===== src/hw/rtl/blc_pkg.sv =====
package blc_pkg;

	// Code length: default and the largest supported value.
	localparam int CODE_LEN_DEF = 5;
	localparam int CODE_LEN_MAX = 7;

	// A job holds every output word caused by one input word.
	localparam int JOB_BYTES = CODE_LEN_MAX + 1;
	localparam int JOB_N_W   = $clog2(JOB_BYTES + 1);
	localparam int JOB_IDX_W = $clog2(JOB_BYTES);

	localparam int QUEUE_DEPTH_DEF = 2;

	localparam logic [7:0] CHAR_UP_A = 8'h41;
	localparam logic [7:0] CHAR_UP_B = 8'h42;
	localparam logic [7:0] CHAR_UP_Z = 8'h5A;
	localparam logic [7:0] CHAR_LO_A = 8'h61;
	localparam logic [7:0] CHAR_LO_B = 8'h62;
	localparam logic [7:0] CHAR_LO_Z = 8'h7A;

	typedef struct packed {
		logic [JOB_BYTES-1:0][7:0] bytes;
		logic [JOB_N_W-1:0]        n;
		logic                      last;
	} job_t;

endpackage


===== src/hw/rtl/baconian_letter_codec_top.sv =====
// Baconian codec on a byte stream. With decode_mode at 0 each ASCII letter
// becomes CODE_LEN words of A/B (or a/b for lowercase), most significant bit
// first, and every other byte passes through; with decode_mode at 1 a sliding
// window of CODE_LEN bytes turns letter groups of one case back into letters,
// and s_axis_tlast flushes the window. A write on the cfg channel sets the
// mode and drops any pending window bytes; write it only while the block is
// idle. The front end takes one input word per cycle while the job queue has
// room; the back end sends one output word per cycle, while m_axis_tready is
// high, from a single output register. An input word causes CODE_LEN words
// for an encoded letter, 1 for a passed byte, and 0 to CODE_LEN + 1 words in
// decode mode. The first word caused by an input word passes through the job
// queue and then the output register. m_axis_tlast marks the last word caused
// by one input word, and m_axis_tuser[0] marks the last word of the message.
module baconian_letter_codec_top #(
	parameter int CODE_LEN    = blc_pkg::CODE_LEN_DEF,
	parameter int QUEUE_DEPTH = blc_pkg::QUEUE_DEPTH_DEF
) (
	input  logic       clk,
	input  logic       arst_n,
	input  logic       cfg_valid,
	output logic       cfg_ready,
	input  logic       cfg_data,       // decode_mode
	input  logic       s_axis_tvalid,
	output logic       s_axis_tready,
	input  logic [7:0] s_axis_tdata,   // [7:0] in_byte
	input  logic       s_axis_tlast,   // in_last
	output logic       m_axis_tvalid,
	input  logic       m_axis_tready,
	output logic [7:0] m_axis_tdata,   // [7:0] out_byte
	output logic       m_axis_tlast,   // run_last
	output logic [0:0] m_axis_tuser    // [0] message_end
);
	import blc_pkg::*;

	job_t      front_job;
	job_t      head_job;
	logic      q_push;
	logic      q_full;
	logic      head_valid;
	logic      q_pop;
	logic      in_accept;
	logic      msg_end;

	assign cfg_ready     = 1'b1;
	assign s_axis_tready = !q_full;
	assign in_accept     = s_axis_tvalid && s_axis_tready;

	blc_front #(
		.CODE_LEN(CODE_LEN)
	) u_front (
		.clk      (clk),
		.arst_n   (arst_n),
		.cfg_we   (cfg_valid && cfg_ready),
		.cfg_mode (cfg_data),
		.in_accept(in_accept),
		.in_byte  (s_axis_tdata),
		.in_last  (s_axis_tlast),
		.job      (front_job),
		.job_push (q_push)
	);

	blc_queue #(
		.DEPTH(QUEUE_DEPTH)
	) u_queue (
		.clk      (clk),
		.arst_n   (arst_n),
		.wr_job   (front_job),
		.push     (q_push),
		.full     (q_full),
		.rd_job   (head_job),
		.not_empty(head_valid),
		.pop      (q_pop)
	);

	blc_back u_back (
		.clk        (clk),
		.arst_n     (arst_n),
		.head       (head_job),
		.head_valid (head_valid),
		.pop        (q_pop),
		.out_valid  (m_axis_tvalid),
		.out_ready  (m_axis_tready),
		.out_byte   (m_axis_tdata),
		.run_last   (m_axis_tlast),
		.message_end(msg_end)
	);

	assign m_axis_tuser = msg_end;

endmodule


===== src/hw/rtl/blc_front.sv =====
module blc_front #(
	parameter int CODE_LEN = 5
) (
	input  logic         clk,
	input  logic         arst_n,
	input  logic         cfg_we,
	input  logic         cfg_mode,
	input  logic         in_accept,
	input  logic [7:0]   in_byte,
	input  logic         in_last,
	output blc_pkg::job_t job,
	output logic         job_push
);
	import blc_pkg::*;

	localparam int CNT_W = $clog2(CODE_LEN + 1);

	typedef logic [CODE_LEN-1:0][7:0] win_t;

	logic             mode_q;
	logic [CNT_W-1:0] cnt_q;
	win_t             win_q;

	win_t             nwin;
	logic [CNT_W-1:0] ncnt;
	logic [CNT_W-1:0] ncnt_final;
	logic             old_ok;
	logic [7:0]       old_letter;
	logic             new_ok;
	logic [7:0]       new_letter;
	job_t             enc_job;
	job_t             dec_job;

	function automatic logic is_upper(input logic [7:0] c);
		return (c >= CHAR_UP_A) && (c <= CHAR_UP_Z);
	endfunction

	function automatic logic is_lower(input logic [7:0] c);
		return (c >= CHAR_LO_A) && (c <= CHAR_LO_Z);
	endfunction

	// A window decodes when all its words are letters of one case.
	function automatic logic test_win(input win_t w, output logic [7:0] letter);
		logic                all_letter;
		logic                any_up;
		logic                any_lo;
		logic [CODE_LEN-1:0] code;
		all_letter = 1'b1;
		any_up = 1'b0;
		any_lo = 1'b0;
		for (int i = 0; i < CODE_LEN; i++) begin
			all_letter = all_letter & (is_upper(w[i]) | is_lower(w[i]));
			any_up = any_up | is_upper(w[i]);
			any_lo = any_lo | is_lower(w[i]);
			code[CODE_LEN-1-i] = (w[i] == CHAR_UP_B) || (w[i] == CHAR_LO_B);
		end
		letter = 8'(code) + (any_up ? CHAR_UP_A : CHAR_LO_A);
		return all_letter && !(any_up && any_lo);
	endfunction

	// Encode job.
	always_comb begin
		logic                up;
		logic                lo;
		logic [7:0]          diff;
		logic [CODE_LEN-1:0] enc_code;
		logic [7:0]          zero;
		up = is_upper(in_byte);
		lo = is_lower(in_byte);
		diff = in_byte - (up ? CHAR_UP_A : CHAR_LO_A);
		enc_code = CODE_LEN'(diff[4:0]);
		zero = lo ? CHAR_LO_A : CHAR_UP_A;
		enc_job = '0;
		enc_job.last = in_last;
		if (up || lo) begin
			for (int k = 0; k < CODE_LEN; k++) begin
				enc_job.bytes[k] = zero + 8'(enc_code[CODE_LEN-1-k]);
			end
			enc_job.n = JOB_N_W'(CODE_LEN);
		end else begin
			enc_job.bytes[0] = in_byte;
			enc_job.n = JOB_N_W'(1);
		end
	end

	// Decode: window update, then the flush on the last word.
	always_comb begin
		logic             n0;
		logic [7:0]       first;
		logic [JOB_N_W-1:0] nflush;
		old_ok = test_win(win_q, old_letter);
		n0 = 1'b0;
		first = '0;
		nwin = win_q;
		if (cnt_q == CNT_W'(CODE_LEN)) begin
			n0 = 1'b1;
			if (old_ok) begin
				first = old_letter;
				nwin[0] = in_byte;
				ncnt = CNT_W'(1);
			end else begin
				first = win_q[0];
				for (int i = 0; i < CODE_LEN - 1; i++) begin
					nwin[i] = win_q[i+1];
				end
				nwin[CODE_LEN-1] = in_byte;
				ncnt = CNT_W'(CODE_LEN);
			end
		end else begin
			for (int i = 0; i < CODE_LEN; i++) begin
				if (cnt_q == CNT_W'(i)) begin
					nwin[i] = in_byte;
				end
			end
			ncnt = cnt_q + CNT_W'(1);
		end
		new_ok = test_win(nwin, new_letter) && (ncnt == CNT_W'(CODE_LEN));

		dec_job = '0;
		dec_job.last = in_last;
		dec_job.bytes[0] = first;
		nflush = '0;
		if (in_last) begin
			if (new_ok) begin
				dec_job.bytes[JOB_IDX_W'(n0)] = new_letter;
				nflush = JOB_N_W'(1);
			end else begin
				for (int j = 0; j < CODE_LEN; j++) begin
					if (CNT_W'(j) < ncnt) begin
						if (n0) begin
							dec_job.bytes[j+1] = nwin[j];
						end else begin
							dec_job.bytes[j] = nwin[j];
						end
					end
				end
				nflush = JOB_N_W'(ncnt);
			end
		end
		dec_job.n = JOB_N_W'(n0) + nflush;
		ncnt_final = in_last ? '0 : ncnt;
	end

	assign job = mode_q ? dec_job : enc_job;
	assign job_push = in_accept && (job.n != '0);

	always_ff @(posedge clk or negedge arst_n) begin
		if (!arst_n) begin
			mode_q <= 1'b0;
			cnt_q  <= '0;
		end else if (cfg_we) begin
			mode_q <= cfg_mode;
			cnt_q  <= '0;
		end else if (in_accept && mode_q) begin
			cnt_q <= ncnt_final;
		end
	end

	always_ff @(posedge clk) begin
		if (in_accept && mode_q) begin
			win_q <= nwin;
		end
	end

endmodule


===== src/hw/rtl/blc_queue.sv =====
module blc_queue #(
	parameter int DEPTH = 2
) (
	input  logic                 clk,
	input  logic                 arst_n,
	input  blc_pkg::job_t        wr_job,
	input  logic                 push,
	output logic                 full,
	output blc_pkg::job_t        rd_job,
	output logic                 not_empty,
	input  logic                 pop
);
	import blc_pkg::*;

	localparam int PTR_W = (DEPTH > 1) ? $clog2(DEPTH) : 1;
	localparam int CNT_W = $clog2(DEPTH + 1);

	job_t             mem_q [DEPTH];
	logic [PTR_W-1:0] wr_ptr_q;
	logic [PTR_W-1:0] rd_ptr_q;
	logic [CNT_W-1:0] count_q;

	assign full      = (count_q == CNT_W'(DEPTH));
	assign not_empty = (count_q != '0);
	assign rd_job    = mem_q[rd_ptr_q];

	function automatic logic [PTR_W-1:0] next_ptr(input logic [PTR_W-1:0] p);
		return (p == PTR_W'(DEPTH - 1)) ? '0 : p + PTR_W'(1);
	endfunction

	always_ff @(posedge clk or negedge arst_n) begin
		if (!arst_n) begin
			wr_ptr_q <= '0;
			rd_ptr_q <= '0;
			count_q  <= '0;
		end else begin
			if (push) begin
				wr_ptr_q <= next_ptr(wr_ptr_q);
			end
			if (pop) begin
				rd_ptr_q <= next_ptr(rd_ptr_q);
			end
			if (push && !pop) begin
				count_q <= count_q + CNT_W'(1);
			end else if (pop && !push) begin
				count_q <= count_q - CNT_W'(1);
			end
		end
	end

	always_ff @(posedge clk) begin
		if (push) begin
			mem_q[wr_ptr_q] <= wr_job;
		end
	end

endmodule


===== src/hw/rtl/blc_back.sv =====
module blc_back (
	input  logic          clk,
	input  logic          arst_n,
	input  blc_pkg::job_t head,
	input  logic          head_valid,
	output logic          pop,
	output logic          out_valid,
	input  logic          out_ready,
	output logic [7:0]    out_byte,
	output logic          run_last,
	output logic          message_end
);
	import blc_pkg::*;

	logic [JOB_IDX_W-1:0] idx_q;
	logic                 valid_q;
	logic [7:0]           byte_q;
	logic                 run_last_q;
	logic                 msg_end_q;

	logic load;
	logic last_word;

	// The output register loads when a job waits and it is empty or taken.
	assign load      = head_valid && (!valid_q || out_ready);
	assign last_word = (JOB_N_W'(idx_q) + JOB_N_W'(1)) == head.n;
	assign pop       = load && last_word;

	always_ff @(posedge clk or negedge arst_n) begin
		if (!arst_n) begin
			idx_q   <= '0;
			valid_q <= 1'b0;
		end else begin
			if (load) begin
				valid_q <= 1'b1;
				idx_q   <= last_word ? '0 : idx_q + JOB_IDX_W'(1);
			end else if (out_ready) begin
				valid_q <= 1'b0;
			end
		end
	end

	always_ff @(posedge clk) begin
		if (load) begin
			byte_q     <= head.bytes[idx_q];
			run_last_q <= last_word;
			msg_end_q  <= last_word && head.last;
		end
	end

	assign out_valid   = valid_q;
	assign out_byte    = byte_q;
	assign run_last    = run_last_q;
	assign message_end = msg_end_q;

endmodule


===== config.mk =====
export PLATFORM = sky130hd
export DESIGN_NAME = baconian_letter_codec_top
export DESIGN_NICKNAME = d
export VERILOG_FILES = /design/src/hw/rtl/blc_pkg.sv /design/src/hw/rtl/baconian_letter_codec_top.sv /design/src/hw/rtl/blc_front.sv /design/src/hw/rtl/blc_queue.sv /design/src/hw/rtl/blc_back.sv
export SDC_FILE = /design/constraint.sdc
export NUM_CORES = 1
export LEC_CHECK = 0
export BUFFER_PORTS_ARGS = -buffer_cell sky130_fd_sc_hd__buf_2
export CORE_UTILIZATION = 50
export CTS_BUF_LIST = sky130_fd_sc_hd__clkbuf_4 sky130_fd_sc_hd__clkbuf_8
export DETAILED_ROUTE_END_ITERATION = 8
export PLACE_DENSITY_LB_ADDON = 0.15
export SYNTH_ARGS = -nofsm -noshare
export SYNTH_HDL_FRONTEND = slang
export SYNTH_SLANG_ARGS = --single-unit

===== constraint.sdc =====
create_clock -name clk -period 18 [get_ports clk]
set_input_delay 1.8 -clock clk [delete_from_list [all_inputs] [get_ports clk]]
set_output_delay 1.8 -clock clk [all_outputs]
set_load 0.02 [all_outputs]

==> results.ini <==
[clock_network]
clk_path_buf_depth = 2
worstSkewPairLatency_ns = 0.48
clk_pin_slew_ns = 0.10
postCtsSetupBuffers = 0
hold_buffers = 0
cts_sinks = 168
post_cts_resized = 0
numCtsBuffers = 17
cts_tree = done
root_buffer = clkbuf_8
htreeDepth = 4

[drt]
wl_per_cell_um = 23.9
drc = 0
vias_per_cell = 6.57
first_pass_iters = 6
wl_um = 29400
final_antenna_net_count = 0
initialDrtViolationCount = 1156
vias = 8073

[critical_path]
r2r_slack_ns = 11.26
cp-end-kind = flop
start_kind = flop
crit_type = reg -> reg
path_max_fanout = 53
critPathMaxStageDelay_ns = 0.74
crit_chain = or4_4 -> o221ai_2 -> o32ai_1 -> a221oi_2 -> a22oi_2 -> o21ai_0 -> o21ai_0 -> o21a_1 -> o31ai_1 -> o21ai_0 -> or4_4 -> a21o_1 -> a31oi_1 -> o41ai_4 -> nor2_4 -> buf_4
slowest_stage = o21ai_0
crit_top_cell = o21ai_0
cp.arrival_ns = 6.85
r2r_end = u_queue.mem_q[0][48]
rr_startpoint = u_front.win_q[4]
crit_required_ns = 18.11
crit_family = compound AO/OA/AOI/OAI gates
rr_worst_depth = 16
crit_buf_inv = 1

[floorplanning]
coreArea_sq_um = 19500
rows = 51
die_y_um = 143
dieArea_sq_um = 20500
initial_core_util = 0.511
ios = 28
die_w_um = 143

[timing]
worst_pin_slew_ns = 1.23
final.setup_skew_ns = 0.0204
maxSlewHeadroom = 0.177
timing.final.ws_setup_ns = 11.26
post-route-period-util = 0.374
setup-tns-final_ns = 0
rsz0062_at_grt = no
min_period_ns = 6.74
slew_violations = 0
setup_violations = 0
hold_violations = 0
max_freq_mhz = 148

[final_layout]
syn_to_final_growth_pct = 7.05
nFillCells = 1727
drive_gt1_frac = 0.133
most-common-layout-cells = 156 x edfxtp_1, 104 x nand2_1, 80 x nor2_1, 65 x o21ai_0, 64 x a21oi_1
num-nets-final = 975
final_common_cell = edfxtp_1
diodes = 0

[yosys]
async_flop_share = 0.0714
synth_ff_type = edfxtp_1
postSynthAreaPerCell_sq_um = 10.4
postSynthCellCount = 958
ys_warn_count = 0
synth_area_sq_um = 9950
synth_edf_count = 156
yosysTopAreaCellShare = 0.471
seq_area_frac_synth = 0.501
synth_top_family_by_area = compound AO/OA/AOI/OAI gates
synth_compound_area_frac = 0.190
yosys.area_share.adder = 0.0113
synthSimpleGateAreaFrac = 0.150
synth-seq-cells = 168
yosysTopAreaCell = edfxtp_1
synth_xor_area_frac = 0.0176
synthTopCellsByArea = edfxtp_1 47%, mux4_2 5.4%, nand2_1 3.9%
synth_mux_area_frac = 0.0849
synth_cell_types = 82

[grt]
grt_max_degree = 54
first_global_vias = 7562
met3_usage = 0.0617
gr-total-overflow = 0
top_usage_layer = met2
track_usage = 0.303
antenna_found_initial = 0
grtUsageMet2 = 0.462
grt_pass1_wl_um = 45200
grt_util_met1 = 0.411

[place]
place_ws_ns = 11.51
io_buffers = 26
gp_congestion = 0.994
hpwl_um = 20800

[hold_path]
whs_endpoint = u_back.out_valid
hold_depth = 2
hp-start = u_back.out_valid
hold_path_class = reg -> reg

[flow_run]
maxCapViolCount = 0

[power]
p_leak_nw = 3.71
power_per_cell_area_nw_per_um2 = 112
vdd_drop_max_mv = 0.0578

[run_status]
status = completed

[where the power goes]
part / total (mW) / internal, mW / switching (mW)
Sequential: 0.571 / 0.524 / 0.0477
Combinational: 0.357 / 0.145 / 0.212
Clock: 0.268 / 0.103 / 0.165
Total: 1.20 / 0.772 / 0.425
[sequential cells by signal, indices dropped and copies added (netlist names)]
signal / count
u_queue.mem_q: 106
u_front.win_q: 40
u_back.out_byte: 8
u_back.idx_q: 3
u_front.cnt_q: 3
u_queue.count_q: 2
u_back.message_end: 1
u_back.out_valid: 1
u_back.run_last: 1
u_front.mode_q: 1
u_queue.rd_ptr_q: 1
u_queue.wr_ptr_q: 1
[Yosys cell counts (8+ instances only)]
cell type  number
edfxtp_1      156
nand2_1       104
nor2_1         83
o21ai_0        65
a21oi_1        64
clkbuf_1       48
inv_1          45
a22oi_1        30
mux2i_1        27
o22ai_1        27
mux4_2         24
nor3_1         21
nand3_1        19
nand2b_1       13
dfrtp_1        12
nor2b_1        12
xnor2_1        12
nand4_1        10
ha_1            9
and2_1          8
and3_1          8
buf_1           8
nor4_1          8
xor2_1          8
[routing by layer]
metal	vias up	wire length [um]
met5	-	0
met4	0	1370
met3	111	2750
met2	507	13200
met1	3832	12100
li1	3623	-
[stage by stage]
| stage | hold WS, ns | instance area (sq um) | total power, mW | std cells | util |
|---|---|---|---|---|---|
| floorplan | 0.467 | 9950 | 0.837 | 959 | - |
| global placement | 0.475 | 10300 | 0.937 | 1197 | 0.527 |
| detailed placement | 0.487 | 10300 | 0.941 | 1197 | 0.527 |
| CTS | 0.511 | 10700 | 1.21 | 1229 | 0.547 |
| global route | 0.541 | 10700 | 1.26 | 1229 | 0.547 |
| finish | 0.504 | 10700 | 1.20 | 1229 | 0.547 |
[cell families (layout without fill, tap and decap cells)]
family | count (synthesis) | in the layout
muxes | 54 | 54
and+or+nand+nor | 312 | 312
DFF | 168 | 168
buffers and inverters | 112 | 117
other | 2 | 3
AOI/OAI and AO/OA | 281 | 281
adders and majority gates | 9 | 9
xor gates and xnor gates | 20 | 20
[how the worst max path moves through the flow]
stage	depth (start not counted)	to	start
2_1_floorplan	12	u_queue.mem_q[0][0]	s_axis_tdata[7]
3_3_place_gp	16	u_queue.mem_q[0][32]	u_front.win_q[4]
3_5_place_dp	16	u_queue.mem_q[0][38]	u_front.win_q[4]
4_1_cts	16	u_queue.mem_q[1][44]	u_front.win_q[4]
5_1_grt	16	u_queue.mem_q[1][17]	u_front.win_q[11]
6_report	16	u_queue.mem_q[0][48]	u_front.win_q[4]
[worst min-delay path: stages (launching register included)]
cell and delay, ns:
dfrtp_1 0.35, nand2b_1 0.07, nand2_1 0.05
[layout make-up]
type | count | area, sq um | share of cell area
Timing Repair Buffer | 39 | 228 | 0.0214
Sequential cell | 168 | 4990 | 0.468
Clock buffer | 17 | 234 | 0.0220
Inverter | 46 | 173 | 0.0162
Multi-Input combinational cell | 679 | 4540 | 0.427
Tap cell | 265 | 332 | 0.0311
Clock inverter | 15 | 156 | 0.0147
Note: power is estimated with default switching activity, not from simulation.
